===== src/hdl/grs_pkg.sv =====
// Shared types, constants and the 5x7 font ROM for the glyph span renderer.
// No dependencies; every other file of the block imports this package.
package grs_pkg;

  // Character cell geometry.
  localparam int unsigned CELL_W  = 5;
  localparam int unsigned CELL_H  = 7;
  localparam int unsigned MSB_COL = 4;

  // Font ROM size.
  localparam int unsigned FONT_ENTRIES = 41;

  // Stream widths.
  localparam int unsigned IN_DATA_W  = 80;
  localparam int unsigned OUT_DATA_W = 72;
  localparam int unsigned RECT_W     = 70;

  // Row bitmaps of one glyph, row 0 at the top, bit 4 the leftmost column.
  typedef logic [CELL_H-1:0][CELL_W-1:0] glyph_rows_t;

  // Result of a font lookup.
  typedef struct packed {
    logic        hit;
    glyph_rows_t rows;
  } glyph_t;

  // Classified request handed from the front end to the span generator.
  typedef struct packed {
    logic [15:0] origin_x;
    logic [15:0] origin_y;
    logic [15:0] fg_colour;
    logic [15:0] bg_colour;
    logic [7:0]  scale;
    logic        known;
    glyph_rows_t rows;
  } cmd_t;

  // One span rectangle, rect_x in the lowest bits.
  typedef struct packed {
    logic [15:0] rect_colour;
    logic [10:0] rect_h;
    logic [10:0] rect_w;
    logic [15:0] rect_y;
    logic [15:0] rect_x;
  } rect_t;

  localparam logic [7:0] FONT_CODES [FONT_ENTRIES] = '{
    8'h20, 8'h2E, 8'h3A, 8'h2D, 8'h2F,
    8'h30, 8'h31, 8'h32, 8'h33, 8'h34, 8'h35, 8'h36, 8'h37, 8'h38, 8'h39,
    8'h41, 8'h42, 8'h43, 8'h44, 8'h45, 8'h46, 8'h47, 8'h48, 8'h49, 8'h4A,
    8'h4B, 8'h4C, 8'h4D, 8'h4E, 8'h4F, 8'h50, 8'h51, 8'h52, 8'h53, 8'h54,
    8'h55, 8'h56, 8'h57, 8'h58, 8'h59, 8'h5A
  };

  localparam logic [4:0] FONT_ROWS [FONT_ENTRIES][CELL_H] = '{
    '{5'h00, 5'h00, 5'h00, 5'h00, 5'h00, 5'h00, 5'h00},
    '{5'h00, 5'h00, 5'h00, 5'h00, 5'h00, 5'h00, 5'h04},
    '{5'h00, 5'h04, 5'h00, 5'h00, 5'h04, 5'h00, 5'h00},
    '{5'h00, 5'h00, 5'h00, 5'h1F, 5'h00, 5'h00, 5'h00},
    '{5'h01, 5'h02, 5'h04, 5'h04, 5'h08, 5'h10, 5'h00},
    '{5'h0E, 5'h11, 5'h13, 5'h15, 5'h19, 5'h11, 5'h0E},
    '{5'h04, 5'h0C, 5'h04, 5'h04, 5'h04, 5'h04, 5'h0E},
    '{5'h0E, 5'h11, 5'h01, 5'h02, 5'h04, 5'h08, 5'h1F},
    '{5'h0E, 5'h11, 5'h01, 5'h06, 5'h01, 5'h11, 5'h0E},
    '{5'h02, 5'h06, 5'h0A, 5'h12, 5'h1F, 5'h02, 5'h02},
    '{5'h1F, 5'h10, 5'h1E, 5'h01, 5'h01, 5'h11, 5'h0E},
    '{5'h06, 5'h08, 5'h10, 5'h1E, 5'h11, 5'h11, 5'h0E},
    '{5'h1F, 5'h01, 5'h02, 5'h04, 5'h08, 5'h08, 5'h08},
    '{5'h0E, 5'h11, 5'h11, 5'h0E, 5'h11, 5'h11, 5'h0E},
    '{5'h0E, 5'h11, 5'h11, 5'h0F, 5'h01, 5'h02, 5'h0C},
    '{5'h04, 5'h0A, 5'h11, 5'h11, 5'h1F, 5'h11, 5'h11},
    '{5'h1E, 5'h11, 5'h11, 5'h1E, 5'h11, 5'h11, 5'h1E},
    '{5'h0E, 5'h11, 5'h10, 5'h10, 5'h10, 5'h11, 5'h0E},
    '{5'h1E, 5'h11, 5'h11, 5'h11, 5'h11, 5'h11, 5'h1E},
    '{5'h1F, 5'h10, 5'h10, 5'h1E, 5'h10, 5'h10, 5'h1F},
    '{5'h1F, 5'h10, 5'h10, 5'h1E, 5'h10, 5'h10, 5'h10},
    '{5'h0E, 5'h11, 5'h10, 5'h17, 5'h11, 5'h11, 5'h0F},
    '{5'h11, 5'h11, 5'h11, 5'h1F, 5'h11, 5'h11, 5'h11},
    '{5'h0E, 5'h04, 5'h04, 5'h04, 5'h04, 5'h04, 5'h0E},
    '{5'h07, 5'h02, 5'h02, 5'h02, 5'h02, 5'h12, 5'h0C},
    '{5'h11, 5'h12, 5'h14, 5'h18, 5'h14, 5'h12, 5'h11},
    '{5'h10, 5'h10, 5'h10, 5'h10, 5'h10, 5'h10, 5'h1F},
    '{5'h11, 5'h1B, 5'h15, 5'h11, 5'h11, 5'h11, 5'h11},
    '{5'h11, 5'h19, 5'h15, 5'h13, 5'h11, 5'h11, 5'h11},
    '{5'h0E, 5'h11, 5'h11, 5'h11, 5'h11, 5'h11, 5'h0E},
    '{5'h1E, 5'h11, 5'h11, 5'h1E, 5'h10, 5'h10, 5'h10},
    '{5'h0E, 5'h11, 5'h11, 5'h11, 5'h15, 5'h12, 5'h0D},
    '{5'h1E, 5'h11, 5'h11, 5'h1E, 5'h14, 5'h12, 5'h11},
    '{5'h0F, 5'h10, 5'h10, 5'h0E, 5'h01, 5'h01, 5'h1E},
    '{5'h1F, 5'h04, 5'h04, 5'h04, 5'h04, 5'h04, 5'h04},
    '{5'h11, 5'h11, 5'h11, 5'h11, 5'h11, 5'h11, 5'h0E},
    '{5'h11, 5'h11, 5'h11, 5'h11, 5'h11, 5'h0A, 5'h04},
    '{5'h11, 5'h11, 5'h11, 5'h15, 5'h15, 5'h1B, 5'h11},
    '{5'h11, 5'h11, 5'h0A, 5'h04, 5'h0A, 5'h11, 5'h11},
    '{5'h11, 5'h11, 5'h0A, 5'h04, 5'h04, 5'h04, 5'h04},
    '{5'h1F, 5'h01, 5'h02, 5'h04, 5'h08, 5'h10, 5'h1F}
  };

  // Looks a code up among the first 'count' ROM entries; the codes are unique,
  // so at most one entry matches.
  function automatic glyph_t glyph_lookup(input logic [7:0] code, input int count);
    glyph_t res;
    res = '0;
    for (int i = 0; i < int'(FONT_ENTRIES); i++) begin
      if (i < count && FONT_CODES[i] == code) begin
        res.hit = 1'b1;
        for (int r = 0; r < int'(CELL_H); r++) begin
          res.rows[r] = FONT_ROWS[i][r];
        end
      end
    end
    return res;
  endfunction

  // Length of the run of equal bits that starts at column 'col' of a row.
  function automatic logic [2:0] run_length(input logic [CELL_W-1:0] bits,
                                            input logic [2:0] col);
    logic       ref_bit;
    logic       going;
    logic [2:0] n;
    ref_bit = bits[3'(MSB_COL) - col];
    going   = 1'b1;
    n       = '0;
    for (int k = 0; k < int'(CELL_W); k++) begin
      if (3'(k) >= col) begin
        if (going && bits[MSB_COL - k] == ref_bit) begin
          n = n + 3'd1;
        end else begin
          going = 1'b0;
        end
      end
    end
    return n;
  endfunction

endpackage


===== src/hdl/grs_front.sv =====
// Front end of the glyph span renderer: unpacks a request, resolves the scale
// and looks the character up in the font ROM. Depends on grs_pkg.
module grs_front
  import grs_pkg::*;
#(
  parameter int GLYPH_COUNT = 41
) (
  input  logic                 in_valid,
  output logic                 in_ready,
  input  logic [IN_DATA_W-1:0] in_data,
  output logic                 cmd_valid,
  input  logic                 cmd_ready,
  output cmd_t                 cmd
);

  logic [7:0] char_code;
  logic [7:0] scale_in;
  glyph_t     glyph;

  // Field extraction and font lookup.
  always_comb begin
    char_code = in_data[39:32];
    scale_in  = in_data[79:72];
    glyph     = glyph_lookup(char_code, GLYPH_COUNT);

    cmd.origin_x  = in_data[15:0];
    cmd.origin_y  = in_data[31:16];
    cmd.fg_colour = in_data[55:40];
    cmd.bg_colour = in_data[71:56];
    // A zero scale is drawn as scale one.
    cmd.scale     = (scale_in == 8'd0) ? 8'd1 : scale_in;
    cmd.known     = glyph.hit;
    cmd.rows      = glyph.rows;
  end

  // The queue decides whether a request can be taken.
  assign cmd_valid = in_valid;
  assign in_ready  = cmd_ready;

endmodule


===== src/hdl/grs_queue.sv =====
// Two-entry queue of classified requests between the front end and the span
// generator. Depends on grs_pkg for the request type.
module grs_queue
  import grs_pkg::*;
(
  input  logic clk,
  input  logic rst,
  input  logic push_valid,
  output logic push_ready,
  input  cmd_t push_cmd,
  output logic head_valid,
  input  logic pop,
  output cmd_t head
);

  cmd_t       entries [2];
  logic       wr_ptr;
  logic       rd_ptr;
  logic [1:0] count;
  logic       push;

  assign push_ready = (count != 2'd2);
  assign head_valid = (count != 2'd0);
  assign head       = entries[rd_ptr];
  assign push       = push_valid && push_ready;

  // Pointer and fill-level bookkeeping.
  always_ff @(posedge clk) begin
    if (rst) begin
      wr_ptr <= 1'b0;
      rd_ptr <= 1'b0;
      count  <= 2'd0;
    end else begin
      if (push) begin
        wr_ptr <= ~wr_ptr;
      end
      if (pop) begin
        rd_ptr <= ~rd_ptr;
      end
      count <= count + {1'b0, push} - {1'b0, pop};
    end
  end

  // Entry storage.
  always_ff @(posedge clk) begin
    if (push) begin
      entries[wr_ptr] <= push_cmd;
    end
  end

endmodule


===== src/hdl/grs_back.sv =====
// Span generator: walks the queue head's rows and runs and, when not stalled,
// emits one rectangle per cycle into an output register. Depends on grs_pkg.
module grs_back
  import grs_pkg::*;
(
  input  logic  clk,
  input  logic  rst,
  input  logic  head_valid,
  input  cmd_t  head,
  output logic  pop,
  output logic  rect_valid,
  input  logic  rect_ready,
  output rect_t rect,
  output logic  rect_last
);

  logic [2:0]        row;
  logic [2:0]        row_next;
  logic [2:0]        col;
  logic [2:0]        col_next;
  logic [CELL_W-1:0] cur_bits;
  logic              cur_bit;
  logic [2:0]        len;
  logic [2:0]        end_col;
  logic              row_done;
  logic              last;
  logic              emit;
  logic [10:0]       x_off;
  logic [10:0]       y_off;
  rect_t             span;

  // Run detection on the current row.
  always_comb begin
    cur_bits = head.rows[row];
    cur_bit  = cur_bits[3'(MSB_COL) - col];
    len      = run_length(cur_bits, col);
    end_col  = col + len;
    row_done = (end_col == 3'(CELL_W));
    last     = !head.known || (row == 3'(CELL_H - 1) && row_done);
    emit     = head_valid && (!rect_valid || rect_ready);
    pop      = emit && last;
  end

  // Rectangle geometry and colour.
  always_comb begin
    x_off = 11'(col) * 11'(head.scale);
    y_off = 11'(row) * 11'(head.scale);
    span.rect_x = head.origin_x + 16'(x_off);
    span.rect_y = head.origin_y + 16'(y_off);
    if (head.known) begin
      span.rect_w      = 11'(len) * 11'(head.scale);
      span.rect_h      = 11'(head.scale);
      span.rect_colour = cur_bit ? head.fg_colour : head.bg_colour;
    end else begin
      // Unknown code: one background rectangle over the whole cell.
      span.rect_w      = 11'(CELL_W) * 11'(head.scale);
      span.rect_h      = 11'(CELL_H) * 11'(head.scale);
      span.rect_colour = head.bg_colour;
    end
  end

  // Row and column walk.
  always_comb begin
    row_next = row;
    col_next = col;
    if (emit) begin
      priority if (last) begin
        row_next = '0;
        col_next = '0;
      end else if (row_done) begin
        row_next = row + 3'd1;
        col_next = '0;
      end else begin
        col_next = end_col;
      end
    end
  end

  always_ff @(posedge clk) begin
    if (rst) begin
      row        <= '0;
      col        <= '0;
      rect_valid <= 1'b0;
    end else begin
      row <= row_next;
      col <= col_next;
      if (emit) begin
        rect_valid <= 1'b1;
      end else if (rect_ready) begin
        rect_valid <= 1'b0;
      end
    end
  end

  // Output register payload.
  always_ff @(posedge clk) begin
    if (emit) begin
      rect      <= span;
      rect_last <= last;
    end
  end

  a_row_range : assert property (@(posedge clk) disable iff (rst)
    row <= 3'(CELL_H - 1))
    else $error("span generator row beyond the glyph height");

  a_col_range : assert property (@(posedge clk) disable iff (rst)
    col < 3'(CELL_W))
    else $error("span generator column beyond the glyph width");

  a_pop_marks_last : assert property (@(posedge clk) disable iff (rst)
    pop |=> rect_valid && rect_last)
    else $error("request retired without a final span on the output");

  a_blank_at_origin : assert property (@(posedge clk) disable iff (rst)
    (head_valid && !head.known) |-> (row == 3'd0 && col == 3'd0))
    else $error("unknown code seen part-way through a glyph walk");

endmodule


===== src/hdl/glyph_span_renderer.sv =====
// Top level of the glyph span renderer: front end, request queue and span
// generator. Depends on grs_pkg, grs_front, grs_queue and grs_back.
//
// Usage: each request on the slave stream names one character to draw; the
// block answers with 1 to 35 rectangles on the master stream, one per run of
// equal pixels in each of the seven glyph rows, tlast on the final one. A code
// that is not in the font gives a single background rectangle of 5s by 7s.
// A request that is taken is first written into the queue; the output register
// is then loaded with the first rectangle from the queue head.
// Throughput: the span generator emits one rectangle per cycle while the
// receiver does not stall; a character has 1 to 35 rectangles (at most
// 7 rows times 5 runs), and the two-entry queue lets the front take new
// requests while a character is being walked.
// Reset empties the queue and the output register; no table needs clearing.
// A stalled receiver holds the current rectangle steady; the generator and
// then the queue fill, after which s_axis_tready falls.
module glyph_span_renderer
  import grs_pkg::*;
#(
  parameter int GLYPH_COUNT = 41
) (
  input  logic                  clk,
  input  logic                  rst,
  input  logic                  s_axis_tvalid,
  output logic                  s_axis_tready,
  // origin_x[15:0], origin_y[31:16], char_code[39:32], fg_colour[55:40],
  // bg_colour[71:56], scale[79:72]
  input  logic [IN_DATA_W-1:0]  s_axis_tdata,
  output logic                  m_axis_tvalid,
  input  logic                  m_axis_tready,
  // rect_x[15:0], rect_y[31:16], rect_w[42:32], rect_h[53:43],
  // rect_colour[69:54], zeros[71:70]
  output logic [OUT_DATA_W-1:0] m_axis_tdata,
  // last_span
  output logic                  m_axis_tlast
);

  cmd_t  front_cmd;
  logic  front_valid;
  logic  front_ready;
  cmd_t  head;
  logic  head_valid;
  logic  pop;
  rect_t rect;

  // Classification of incoming requests.
  grs_front #(
    .GLYPH_COUNT (GLYPH_COUNT)
  ) u_front (
    .in_valid  (s_axis_tvalid),
    .in_ready  (s_axis_tready),
    .in_data   (s_axis_tdata),
    .cmd_valid (front_valid),
    .cmd_ready (front_ready),
    .cmd       (front_cmd)
  );

  // Decoupling queue.
  grs_queue u_queue (
    .clk        (clk),
    .rst        (rst),
    .push_valid (front_valid),
    .push_ready (front_ready),
    .push_cmd   (front_cmd),
    .head_valid (head_valid),
    .pop        (pop),
    .head       (head)
  );

  // Span generation and output register.
  grs_back u_back (
    .clk        (clk),
    .rst        (rst),
    .head_valid (head_valid),
    .head       (head),
    .pop        (pop),
    .rect_valid (m_axis_tvalid),
    .rect_ready (m_axis_tready),
    .rect       (rect),
    .rect_last  (m_axis_tlast)
  );

  // Pack the rectangle, padded to whole bytes.
  assign m_axis_tdata = {(OUT_DATA_W - RECT_W)'(0), rect};

endmodule

===== config.mk =====
export PLATFORM = sky130hd
export DESIGN_NAME = glyph_span_renderer
export DESIGN_NICKNAME = d
export VERILOG_FILES = /design/src/hdl/grs_pkg.sv /design/src/hdl/grs_front.sv /design/src/hdl/grs_queue.sv /design/src/hdl/grs_back.sv /design/src/hdl/glyph_span_renderer.sv
export SDC_FILE = /design/constraint.sdc
export NUM_CORES = 1
export LEC_CHECK = 0
export BUFFER_PORTS_ARGS = -buffer_cell sky130_fd_sc_hd__buf_2
export CAP_MARGIN = 0
export CORE_MARGIN = 8
export CORE_UTILIZATION = 35
export DETAILED_ROUTE_END_ITERATION = 16
export SETUP_SLACK_MARGIN = 0.02
export SLEW_MARGIN = 20
export SYNTH_ARGS = -nofsm -noshare
export SYNTH_HDL_FRONTEND = slang
export SYNTH_SLANG_ARGS = --single-unit

===== constraint.sdc =====
create_clock -name clk -period 14 [get_ports clk]
set_input_delay 1.4 -clock clk [delete_from_list [all_inputs] [get_ports clk]]
set_output_delay 1.4 -clock clk [all_outputs]
set_load 0.03 [all_outputs]

* After elaboration in Yosys (flattened, before gate mapping) *
Memories as Yosys holds them, arrays and structs flattened. A register that Yosys moved wholly into a read port is not among the register bits.
Cells that the tools add are included.

word-level totals
  output and inout port bits = 75
  latch bits = 0
  flip-flop bits (word level) = 82
  memories kept = 1
  input bits = 84
  logic and storage cells = 181
  memory bits (writable) = 216
  bits in read-only memories = 0

memories
  name             words  bits a word  read ports  clocked after memory_dff  wr ports  RTL line         text
  u_queue.entries  2      108          1           1                         1         grs_queue.sv:16  cmd_t entries [2];

cells by class
  shift-type cells = 0
  mux-type cells = 76
  bitwise gates (word level) = 2
  $mul = 5
  reduce and logical (&&, ||, !) cells = 17
  divide/modulo/power cells = 0
  $add $sub $neg = 11
  eq/ne operators = 49
  $lt $le $gt $ge = 7

operators with widths
  operator                                                                             count
  36-bit two-way mux                                                                   41
  7-bit by 8-bit equality test with 1-bit output (first input constant)                26
  6-bit by 8-bit equality test with 1-bit output (first input constant)                15
  3-bit two-way mux                                                                    13
  38-bit two-way mux                                                                   1
  3-bit by 8-bit multiplier with 11-bit output                                         3
  16-bit by 11-bit adder with 16-bit output                                            2
  3-bit by 8-bit multiplier with 11-bit output (first input constant)                  2
  1-bit two-way mux                                                                    16
  16-bit two-way mux                                                                   1
  3-bit by 1-bit adder with 3-bit output (second input constant)                       5
  5-bit binary-select mux with 3-bit select                                            1
  1-bit logical AND                                                                    8
  8-bit logical NOT                                                                    1
  3-bit by 4-bit < comparator with 1-bit output (second input constant)                2
  8-bit two-way mux                                                                    1
  3-bit equality test (second input constant)                                          2
  1-bit by 3-bit greater-or-equal comparator with 1-bit output (first input constant)  2
  2-bit by 3-bit greater-or-equal comparator with 1-bit output (first input constant)  2
  2-bit nonzero test                                                                   3
  1-bit equality test                                                                  5
  5-bit two-way mux                                                                    1
  3-bit adder                                                                          1
  1-bit binary-select mux with 3-bit select                                            1
  other kinds (9)                                                                      12

* Depth between registers and ports, before layout *
Gate-level depths: netlist (run 1).

  depth after elaboration = 42
  gate-level depth with buffers = 36
  gate-level depth less buffers = 35

* Modules after synthesis *
From an unflattened synthesis (run 1), not the netlist that was laid out.

unflattened totals
  cells, all modules = 1491
  area total of the unflattened synthesis = 17769.5 µm²

by module, submodules not included
  module               area each (µm²)  cells an instance  instances  seq. area each (µm²)
  grs_queue            8036.5           365                1          6586.3
  grs_back             7105.6           701                1          2272.2
  grs_front            2608.8           422                1          0.0
  glyph_span_renderer  18.8             3                  1          0.0

* Worst setup path before layout (run 1) *
Ideal clock, no wire load.

  path kind = reg2reg
  start point = register u_back.col[0]
  end point = register u_back.rect[42] (netlist name)
  required time = 13.730 ns
  arrival time = 6.993 ns
  path buffers = 1
  period minus slack after synthesis = 7.263 ns
  setup time = 0.270 ns
  cell stages (with the launch flop) = 37
  setup slack = 6.737 ns
  cells stage by stage = dfxtp_1 clkbuf_1 inv_1 ha_1 ha_1 nand2b_1 o21ai_4 a311oi_4 nor2_2 xor2_1 nor2_1 ha_1 nand2_1 o21ai_4 ha_1 mux2_2 ha_1 mux2_2 o22a_1 ha_1 o21ai_2 xnor2_1 nand2_1 fa_1 inv_1 ha_1 inv_1 fa_1 inv_1 a21oi_1 o21ai_0 and2_1 o21ai_0 nand2b_1 a21o_1 a211oi_1 a21oi_1

RTL lines
  item                    RTL line        text
  from (decl)             grs_back.sv:19  logic [2:0] col;
  from (signal assigned)  grs_back.sv:86  col <= col_next;

==> results list, run 1 <==
* Status: finished, final reports clean
- The first TritonRoute pass finished after 5 iterations.
* Crit path capture type: flip-flop
- For the worst setup path, the data required time is about 14 ns.
- The finished layout holds between 2k and 2.5k standard cells, fillers aside.
- Along the worst path, the maximum fanout reaches roughly 50.
- In this run the tightest slew margin relative to its limit is between 30% and 40%.
- The via count of the first global-routing pass came to between 10k and 15k.
- The min-delay analysis places its worst path in the category flip-flop to flip-flop.
- In this design, the stage delay of the slowest critical-path cell is between 0.8 and 0.9 ns.
* All-layer global routing usage: around 15%
- Number of buffer and inverter stages on the critical path: 4
- Largest vdd supply drop: 0.000119 V
- For the final routed database, the setup TNS stands at 0 ns.
- For this design the ratio of total power to cell area is between 200 and 250 nW/um^2.
* Startpoint kind of the worst setup timing path: flip-flop
- The detailed router finished its first iteration with roughly 800 violations.
- Fmax: between 100 and 150 MHz
* Number of cells after detailed placement: between 2k and 2.5k
* Number of CTS-inserted buffers: 29
* Hold-fix buffers, CTS: 0
- Initial Util: about 35%
- In this run the deepest clock path goes through 3 buffers.
* Number of synthesis warnings: 0
* WS Path Type: flip-flop to flip-flop
- edfxtp_1 is the most common cell in the netlist.
* Fin crit share: approximately two thirds
* Post-synth top cells: 287 x edfxtp_1, 143 x nand2_1, 104 x a21oi_1
* FFs w/ async S/R, synth: 0%
- Clock edge transition at the registers on the reported setup and hold paths: about 0.07 ns
- Count of distinct cell types in the synthesized netlist: 90
- Top Ports: 159
* Sequential-to-total area share from yosys stat: roughly 53%
- Remaining global-route overflow: 0
* Crit-path most repeated cell: ha_1
- The clock period could shrink to approximately 9.2 ns.
- Cells with a size suffix above 1 make up between 15 and 20% of the layout.
- H-tree levels: 1
- In this run the tool buffered the top-level ports with 156 buffer cells.
- DR WL/cell: approximately 20 um
- Area growth syn-to-layout: 13.7%
* Number of antenna violations at the first check in global routing: 2
- Routability-driven placement finished with a final weighted congestion of 0.928.
- Pin count of the biggest net entering global routing: between 60 and 70
- The biggest area contributor in the post-synthesis netlist is edfxtp_1.
* Area share of the largest cell type after synthesis: approximately half
* Clk Latency, worst-skew pair: about 0.58 ns
- Clock skew after layout: 0.0207 ns
- Hold timing on the final database bottoms out at a slack of 0.527 ns.
- STA puts the critical path data arrival time at 9.52 ns.
- Number of standard cells after synthesis: between 1k and 1.5k
- Synthesis inferred between 200 and 300 register bits.
- The mapped netlist covers about 17,000 um^2.
- Summing all multi-input logic gate instances after layout gives between 7000 and 8000 um^2.
- CTS saw between 200 and 300 sinks.
- Setup violations remaining at the end of the flow were counted as 0.
* Die footprint: roughly 55,000 um^2
* Worst-margin pin slew: between 1 and 1.5 ns
- The cell sitting at the root of the clock tree is a clkbuf_16.
- First-pass GRT wire length: roughly 67,000 um
- The detailed router placed between 10k and 15k vias in this run.
- Die Wd: around 240 um
- Across the whole layout, storage elements account for 8860 um^2.
- Total wire length: roughly 43,000 um
* Number of nets in the layout: ~1.7k
* Leakage power: 7.30 nW
- Number of nets still failing antenna checks after routing: 0
- Main synth FF type: edfxtp_1
- After clock tree synthesis, the setup repair step added 0 buffers.
* Unrepaired setup endpoints after global routing: false
- Total of max-cap violations: 0
* Detail-routed via count per cell: around 5.3
* Final count of pins violating max slew: 0
- Fillcell total: ~4.5k
- TritonCTS built the clock tree.
- In the routed design, unresolved DRC markers number 0.
- Grouping stages by cell kind, the critical path spends the most delay in compound AO/OA/AOI/OAI gates.
- The count of endpoints failing hold in the final timing report was 0.
* Row count: 80
- HPWL reported at the end of detailed placement: approximately 31,000 um
- After clock tree synthesis, the repair step resized 0 gates.
- Core Footprint: 47,500 um^2
* Number of enable flip-flop cells after synthesis: 287
- Crit-path slowest cell: buf_4
- Die Span Y: roughly 240 um
- Sorting the synthesized cells by area gives the leading types as edfxtp_1 51%, fa_1 5.6%, ha_1 5.4%.
- Avg Synthesized Cell Area: roughly 12 um^2
[sequential cells by signal, indices dropped and copies added (netlist names), named ones only]
signal,count
u_back.rect_valid,1
u_back.row,3
u_queue.entries,216
u_queue.wr_ptr,1
u_back.col,3
u_back.rect,70
u_back.rect_last,1
u_queue.rd_ptr,1
u_queue.count,2
[cell families (layout without fill, tap and decap cells)]
kind of cell / count (synthesis) / count (layout) / synth area share (%)
AOI/OAI and AO/OA: 304 / 304 / 12.1
buffers and inverters: 169 / 310 / 4.03
muxes: 85 / 85 / 7.34
DFF: 299 / 299 / 52.7
adders and majority gates: 120 / 120 / 11.0
other: 1 / 3 / 0.0223
and+or+nand+nor: 357 / 357 / 9.73
xor gates and xnor gates: 54 / 54 / 2.99
[where the power goes]
part | internal (mW) | switching (mW)
clock network | 0.457 | 0.341
logic | 0.885 | 1.49
registers | 1.28 | 0.0845
[per-layer routing]
metal  vias to the layer above  part of all wire (%)  global-route usage (%)
met5                         -                 0.030                       0
met2                       305                    49                    25.6
met1                      5713                    44                    19.6
li1                       5300                     -                       -
met4                         2                   2.5                    4.44
met3                        67                   4.6                    2.11
[final timing paths]
check               startpoint  slack [ns]  cells after the start                end
max                  flip-flop        4.80                     35    u_back.rect[42]
max reg2reg          flip-flop        4.80                     35    u_back.rect[42]
min reg2reg  u_back.rect_valid        0.53                      2  u_back.rect_valid
min          u_back.rect_valid        0.53                      2  u_back.rect_valid
[through the flow]
stage               power (mW)  worst slack [ns]  cell area, um^2  util, %
global placement          3.73              4.97            18100     38.1
CTS                       4.60              4.75            19100     40.2
detailed placement        3.78              4.78            18100     38.2
finish                    4.54              4.80            19100     40.2
global route              4.89              4.14            19100     40.2
floorplan                 3.22              6.74            16800        -
[tightest hold or removal path, cell delays in order (launching register included)]
cell	delay (ns)
dfxtp_1	0.32
nand2b_1	0.09
a21oi_1	0.06
[cell type report]
type	count	area share (%)
multi-input cells	922	38.2
repair buffers	168	4.56
diodes	1	0.0131
well taps	615	4.03
inverters	90	1.77
clock buffers	33	3.88
flip-flops and latches	299	46.4
clock inverters	19	1.17
[cell usage in the layout (no fill, tap or decap), types with 5 or more instances in the layout]
master,count
edfxtp_1,287
xor2_1,19
o31ai_1,7
mux2_2,30
clkbuf_16,29
a21oi_1,104
clkinv_2,5
o21bai_1,21
nor2_1,94
a31oi_1,8
nor3_1,16
a32o_1,5
mux2i_1,25
nand2b_1,17
xnor2_1,31
buf_4,12
buf_2,156
o21ai_0,57
dfxtp_1,11
o211ai_1,12
fa_1,47
nand3_1,15
clkinv_1,5
ha_1,73
nor2b_1,18
or2_2,6
and2_1,16
a21o_1,16
inv_1,88
nand2_1,143
o22ai_1,10
mux4_2,26
a22oi_1,5
Power figures use the tool's default switching activity.
==> run 2: changes to the inputs <==
Clock period 14 ns to 9.15 ns, I/O delays scaled along.
==> results list, run 2 (same netlist as run 1, synthesis figures left out) <==
- Crit path arrival time: 8.34 ns (was 9.52 ns)
- The type of the tightest min-delay check is input port to flip-flop (was flip-flop to flip-flop).
* Buffer type at the clock tree root: clkbuf_16 (unchanged)
- The width of the die came to 235 um (unchanged).
- Total wire length: 41,800 um (was 42,800 um)
* Die footprint: 55,300 um^2 (unchanged)
- Required time of the critical path: 9.47 ns (was 14.32 ns)
- Highest-count cells in the layout ignoring fill and taps: 287 x edfxtp_1, 156 x buf_2, 143 x nand2_1, 104 x a21oi_1, 94 x nor2_1 (unchanged).
- Area growth syn-to-layout: 14.2% (was 13.7%)
- The placed wire-length estimate after detailed placement is 30,500 um (was 30,700 um).
* Crit-path most repeated cell: ha_1 (unchanged)
* Detailed-route DRC error count: 0 (unchanged)
* Fin crit share: 87.6% (was 65.7%)
- The power per cell area is 363 nW/um^2 (was 238 nW/um^2).
* Origin of the worst min-delay path: s_axis_tdata[55] (was u_back.rect_valid)
- Status: finished, final reports clean (unchanged)
* Depth of the most critical reg-to-reg path: 34 (was 35)
* Crit path capture type: flip-flop (unchanged)
- The core area came to 47,500 um^2 (unchanged).
- Flip-flop count of the largest register, all copies and words added: 216 (unchanged)
- The most common cell after layout, fill and taps aside was edfxtp_1 (unchanged).
- The number of buffers created by CTS came to 30 (was 29).
- The final net count was 1,720 (was 1,714).
* Routability congestion estimate from global placement: 0.903 (was 0.928)
* Highest cell delay on the worst timing path: 0.68 ns (was 0.81 ns)
* Final worst path period need: 8.02 ns (was 9.20 ns)
- The residual overflow from global routing came to 0 (unchanged).
- The proportion of power drawn by combinational gates was 52.4% (was 52.3%).
- Largest registers ranked by flip-flop count: u_queue.entries: 216 flops, u_back.rect: 70 flops (unchanged).
- Number of nets still failing antenna checks after routing: 0 (unchanged)
- The largest buffer count on any clock path came to 3 (unchanged).
- Fin worst setup slack: 1.13 ns (was 4.80 ns)
* First-pass GRT wire length: 65,400 um (was 67,000 um)
- Hold-fix buffers, CTS: 0 (unchanged)
- Number of antenna violations at the first check in global routing: 3 (was 2)
* Detail-routed via count per cell: 5.18 (was 5.30)
- Number of search-and-repair iterations in the first detailed-routing pass: 5 (unchanged)
- The type of element launching the critical path is a flip-flop (unchanged).
- Clock skew after layout: 0.0145 ns (was 0.0207 ns)
* Fillcell total: 4,476 (was 4,530)
* Worst reg2reg setup slack: 1.13 ns (was 4.80 ns)
- The most flop-heavy register is u_queue.entries (unchanged).
- The clock share of power is 17.8% (was 17.6%).
* Port bufs: 156 (unchanged)
- # Post-CTS Setup Buffers: 0 (unchanged)
- Worst setup slack after placement: 1.16 ns (was 4.78 ns)
- The worst setup path endpoint is u_back.rect[42] (unchanged).
* Storage element area: 8860 um^2 (unchanged)
* Setup_tns: 0 ns (unchanged)
- The clock edge transition at the registers on the reported setup and hold paths came to 0.07 ns (about the same).
- Kind of cell adding the most delay to the critical path: compound AO/OA/AOI/OAI gates (unchanged)
* Capture point of the worst reg-to-reg path: u_back.rect[42] (unchanged)
* Internal power consumption: 4.04 mW (was 2.63 mW)
- The fraction of final layout cells sized beyond drive strength 1 was 20.4% (was 20.0%).
* WS Path Type: flip-flop to flip-flop (unchanged)
- Setup-violating endpoint count in the final report: 0 (unchanged)
- The count of endpoints failing hold in the final timing report came to 0 (unchanged).
- Unrepaired setup endpoints after global routing: false (unchanged).
- DR WL/cell: 19.4 um (was 19.9 um)
* Total of max-cap violations: 0 (unchanged)
- Maximum fanout count along the critical path: 29 (was 49)
* Leakage power: 7.34 nW (was 7.30 nW)
* Largest vdd supply drop: 0.000234 V (was 0.000119 V)
* Crit-path slowest cell: dfxtp_4 (was buf_4)
* CTS tree: done (unchanged)
* Number of design-rule violations left by the first detailed-router iteration: 959 (was 799)
- The pin count of the biggest net entering global routing was 65 (was 67).
- The top-level I/O count is 159 (unchanged).
- Switching share of power: 42.1% (was 42.2%)
- The instance count on the critical path was 34 (was 35).
- The relative slew slack is 39.2% (was 32.3%).
* Vias in the first global route: 11.1k (was 11.5k)
* Switching power total: 2.93 mW (was 1.92 mW)
- The initial standard-cell utilization of the core came to 35.3% (unchanged).
- The number of max-slew violations in the final report was 0 (unchanged).
- Fmax: 125 MHz (was 109 MHz)
- The area taken by multi-input logic gates is 7300 um^2 (about the same).
- The slew at the pin closest to its max-slew limit came to 0.912 ns (was 1.01 ns).
- Vias after detailed routing: 11.2k (was 11.4k)
- CTS sink count: 299 (unchanged)
- H-tree levels: 1 (unchanged)
- The later-pin clock latency in the skew report is 0.58 ns (about the same).
- Row count: 80 (unchanged)
- The buffering stage count on the worst path with inverters included is 3 (was 4).
* All-layer global routing usage: 14.7% (was 15.0%)
- Reg power frac: 29.9% (was 30.1%)
- Resized Gates After CTS: 0 (unchanged)
- Die Span Y: 235 um (unchanged)
## run 2: layer usage
layer  track usage [%]  vias to the layer above  part of all wire, %
li1                  -                     5317                    -
met1              19.9                     5466                   45
met2              24.3                      311                   47
met3              2.15                       62                  5.3
met4              4.11                        4                  2.3
met5                 0                        -                0.067
## run 2: power by group through the flow
stage	registers [mW]	clock network, mW	logic (mW)
after floorplan	2.41	0	2.52
after global placement	2.11	0	3.61
after detailed placement	2.12	0	3.67
after CTS	2.09	1.28	3.69
after global routing	2.12	1.33	4.08
final	2.08	1.24	3.65
## run 2: how the worst min path moves through the flow
stage / end / slack [ns] / depth (start not counted)
after floorplan: u_queue.wr_ptr / 0.49 / 2
after global placement: u_back.rect_valid / 0.53 / 2
after detailed placement: u_back.rect_valid / 0.53 / 2
after CTS: u_queue.entries[0][65] / 0.47 / 1
after global routing: u_queue.entries[0][90] / 0.49 / 1
final: u_queue.entries[1][75] / 0.51 / 1
## run 2: stage by stage
| step | hold WS, ns | total power [mW] | utilization (%) | cells | instance area, um^2 |
|---|---|---|---|---|---|
| 2_1_floorplan | 0.493 | 4.92 | - | 1390 | 16800 |
| 3_3_place_gp | 0.525 | 5.72 | 38.2 | 2099 | 18200 |
| 3_5_place_dp | 0.530 | 5.78 | 38.2 | 2099 | 18200 |
| 4_1_cts | 0.473 | 7.06 | 40.4 | 2155 | 19200 |
| 5_1_grt | 0.486 | 7.53 | 40.4 | 2155 | 19200 |
| 6_report | 0.513 | 6.97 | 40.4 | 2156 | 19200 |
## run 2: area by class of cell
type / count / area share (%)
inverters: 90 / 1.77
well taps: 615 / 4.01
diodes: 1 / 0.0130
repair buffers: 173 / 4.73
multi-input cells: 922 / 38.0
clock buffers: 34 / 3.99
flip-flops and latches: 299 / 46.2
clock inverters: 22 / 1.27
==> run 3: changes to the inputs <==
Settings changed: MAX_ROUTING_LAYER set to met4.
==> results list, run 3 (same netlist as run 1, synthesis figures left out) <==
* Status: finished, final reports clean (unchanged)
- The wire length of the first global-routing pass was 64,800 um (was 65,400 um).
* Number of search-and-repair iterations in the first detailed-routing pass: 5 (unchanged)
- The count of non-filler cells in the finished layout was 2,155 (was 2,156).
- Pwr per Cell Area: 362 nW/um^2 (was 363 nW/um^2)
- Number of nets in the layout: 1,719 (was 1,720)
- The fraction of final layout cells sized beyond drive strength 1 came to 20.2% (was 20.4%).
- The number of cells on the worst reg-to-reg path was 34 (unchanged).
* Buffer type at the clock tree root: clkbuf_16 (unchanged)
- The mean routed wirelength per cell came to 19.3 um (was 19.4 um).
* Combinational Power Share: 52.2% (was 52.4%)
- Core Footprint: 47,500 um^2 (unchanged)
* Highest cell delay on the worst timing path: 0.65 ns (was 0.68 ns)
- The post-cts repair resize count is 0 (unchanged).
* Total wire length: 41,600 um (was 41,800 um)
- Register with the highest flop count: u_queue.entries (unchanged)
* Part of the total power dissipated in the clock network: 17.9% (was 17.8%)
- Origin of the worst min-delay path: u_back.rect_valid (was s_axis_tdata[55])
* Largest vdd supply drop: 0.000245 V (was 0.000234 V)
- Area growth syn-to-layout: 14.1% (was 14.2%)
- The type of element launching the critical path is a flip-flop (unchanged).
- Die Span Y: 235 um (unchanged)
* Clk Latency, worst-skew pair: 0.57 ns (was 0.58 ns)
- The number of flip-flops under the largest register name was 216 (unchanged).
* CTS sink count: 299 (unchanged)
- Largest registers ranked by flip-flop count: u_queue.entries: 216 flops, u_back.rect: 70 flops (unchanged)
- Crit-path most repeated cell: ha_1 (unchanged)
* Die footprint: 55,300 um^2 (unchanged)
- Total of max-cap violations: 0 (unchanged)
- Clock edge transition at the registers on the reported setup and hold paths: 0.06 ns (was 0.07 ns)
- The final critical-path setup slack is 1.21 ns (was 1.13 ns).
- The worst-case register-to-register setup slack was 1.21 ns (was 1.13 ns).
- The type of the tightest min-delay check is flip-flop to flip-flop (was input port to flip-flop).
- The relative slew slack was 33.5% (was 39.2%).
- The data arrival time of the critical path came to 8.25 ns (was 8.34 ns).
- HPWL reported at the end of detailed placement: 30,300 um (was 30,500 um)
- The final total negative setup slack is 0 ns (unchanged).
- The largest buffer count on any clock path came to 3 (unchanged).
- The required time of the worst setup path was 9.46 ns (was 9.47 ns).
- Top Ports: 159 (unchanged)
- End point of the worst hold path: u_back.rect_valid (was u_queue.entries[1][75])
* Number of design-rule violations left by the first detailed-router iteration: 844 (was 959)
- The most common cell after layout, fill and taps aside is edfxtp_1 (unchanged).
* Vias in the first global route: 11.3k (was 11.1k)
- Detailed-route DRC error count: 0 (unchanged)
- Number of CTS-inserted buffers: 30 (unchanged)
* Final count of pins violating max slew: 0 (unchanged)
- Fin crit share: 86.8% (was 87.6%)
- The pin count of the biggest net entering global routing was 67 (was 65).
- Switching power total: 2.90 mW (was 2.93 mW)
* Final hold violation count: 0 (unchanged)
- The category of the critical setup timing path was flip-flop to flip-flop (unchanged).
- The post-cts hold buffer count is 0 (unchanged).
- The capture point of the worst reg-to-reg path was u_back.rect[42] (unchanged).
- The count of final setup violators was 0 (unchanged).
- The worst hold path depth is 2 (was 1).
- The highest attainable clock frequency came to 126 MHz (was 125 MHz).
- Vias after detailed routing: 11.2k (about the same)
- Leakage power: 7.33 nW (was 7.34 nW)
- The initial standard-cell utilization of the core is 35.3% (unchanged).
- The sequential fraction of design power was 29.9% (about the same).
- The number of H-tree levels is 1 (unchanged).
- The internal power came to 4.05 mW (was 4.04 mW).
- The CTS tree is done (unchanged).
- Die Wd: 235 um (unchanged)
- The design area came to 19,200 um^2 (about the same).
- Crit path capture type: flip-flop (unchanged)
* Port bufs: 156 (unchanged)
- The per-cell via count in the routed design is 5.18 (about the same).
* Unrepaired setup endpoints after global routing: false (unchanged)
- Worst-margin pin slew: 0.997 ns (was 0.912 ns)
- The global placer's final weighted congestion came to 0.939 (was 0.903).
- Remaining global-route overflow: 0 (unchanged)
- The pre-CTS setup slack was 1.17 ns (was 1.16 ns).
- # Post-CTS Setup Buffers: 0 (unchanged)
- Highest-count cells in the layout ignoring fill and taps: 287 x edfxtp_1, 156 x buf_2, 143 x nand2_1, 104 x a21oi_1, 94 x nor2_1 (unchanged)
- Post-DP Area: 18,200 um^2 (about the same)
- Fillcell total: 4,483 (was 4,476)
- The total area of sequential cells is 8860 um^2 (unchanged).
- The placed instance count came to 2,098 (was 2,099).
- The antenna violation net count after detailed routing came to 0 (unchanged).
- Number of antenna violations at the first check in global routing: 3 (unchanged)
- The post-route minimum period is 7.94 ns (was 8.02 ns).
- Crit-path slowest cell: dfxtp_4 (unchanged)
- All-layer global routing usage: 15.0% (was 14.7%)
- The total number of placement rows came to 80 (unchanged).
* Maximum fanout count along the critical path: 27 (was 29)
- The switching share of total power is 41.7% (was 42.1%).
- The setup skew after layout is 0.00904 ns (was 0.0145 ns).
- Area occupied by multi-input gates: 7300 um^2 (unchanged)
-- run 3: worst max-delay path by stage --
stage,start,end,cells after the start
after floorplan,u_back.col[0],u_back.rect[42],36
after global placement,flip-flop,u_back.rect[42],34
after detailed placement,flip-flop,u_back.rect[42],34
after CTS,flip-flop,u_back.rect[42],34
after global routing,flip-flop,u_back.rect[42],34
final,flip-flop,u_back.rect[42],34
-- run 3: metal layers --
| metal | vias to the layer above | routed length (um) | track usage (%) |
|---|---|---|---|
| met5 | - | 0 | - |
| met4 | 0 | 1090 | 4.61 |
| met3 | 63 | 2420 | 2.63 |
| met2 | 313 | 19700 | 24.2 |
| met1 | 5481 | 18400 | 19.2 |
| li1 | 5308 | - | - |
-- run 3: critical path: cells and delay by family (launching register included) --
family | cells | cell delay [ns]
and+or+nand+nor | 6 | 0.72
muxes | 4 | 1.29
xor gates and xnor gates | 2 | 0.62
DFF | 1 | 0.65
AOI/OAI and AO/OA | 12 | 2.21
buffers and inverters | 3 | 0.17
adders and majority gates | 7 | 1.97
-- run 3: power by group through the flow --
stage,sequential (mW),clock [mW],combinational (mW)
2_1_floorplan,2.41,0,2.52
3_3_place_gp,2.10,0,3.61
3_5_place_dp,2.11,0,3.66
4_1_cts,2.08,1.28,3.68
5_1_grt,2.11,1.33,4.08
6_report,2.08,1.24,3.63
-- run 3: layout make-up --
class	instances	area share, %
well taps	615	4.01
diodes	2	0.0261
repair buffers	172	4.70
multi-input cells	922	38.0
flip-flops and latches	299	46.2
clock inverters	14	1.06
clock buffers	41	4.18
inverters	90	1.77
-- run 3: metrics by stage --
stage               util (%)  hold slack (ns)  power, mW
global route            40.3            0.498       7.52
detailed placement      38.2            0.523       5.77
CTS                     40.3            0.494       7.05
global placement        38.2            0.531       5.72
finish                  40.3            0.531       6.95
floorplan                  -            0.493       4.92
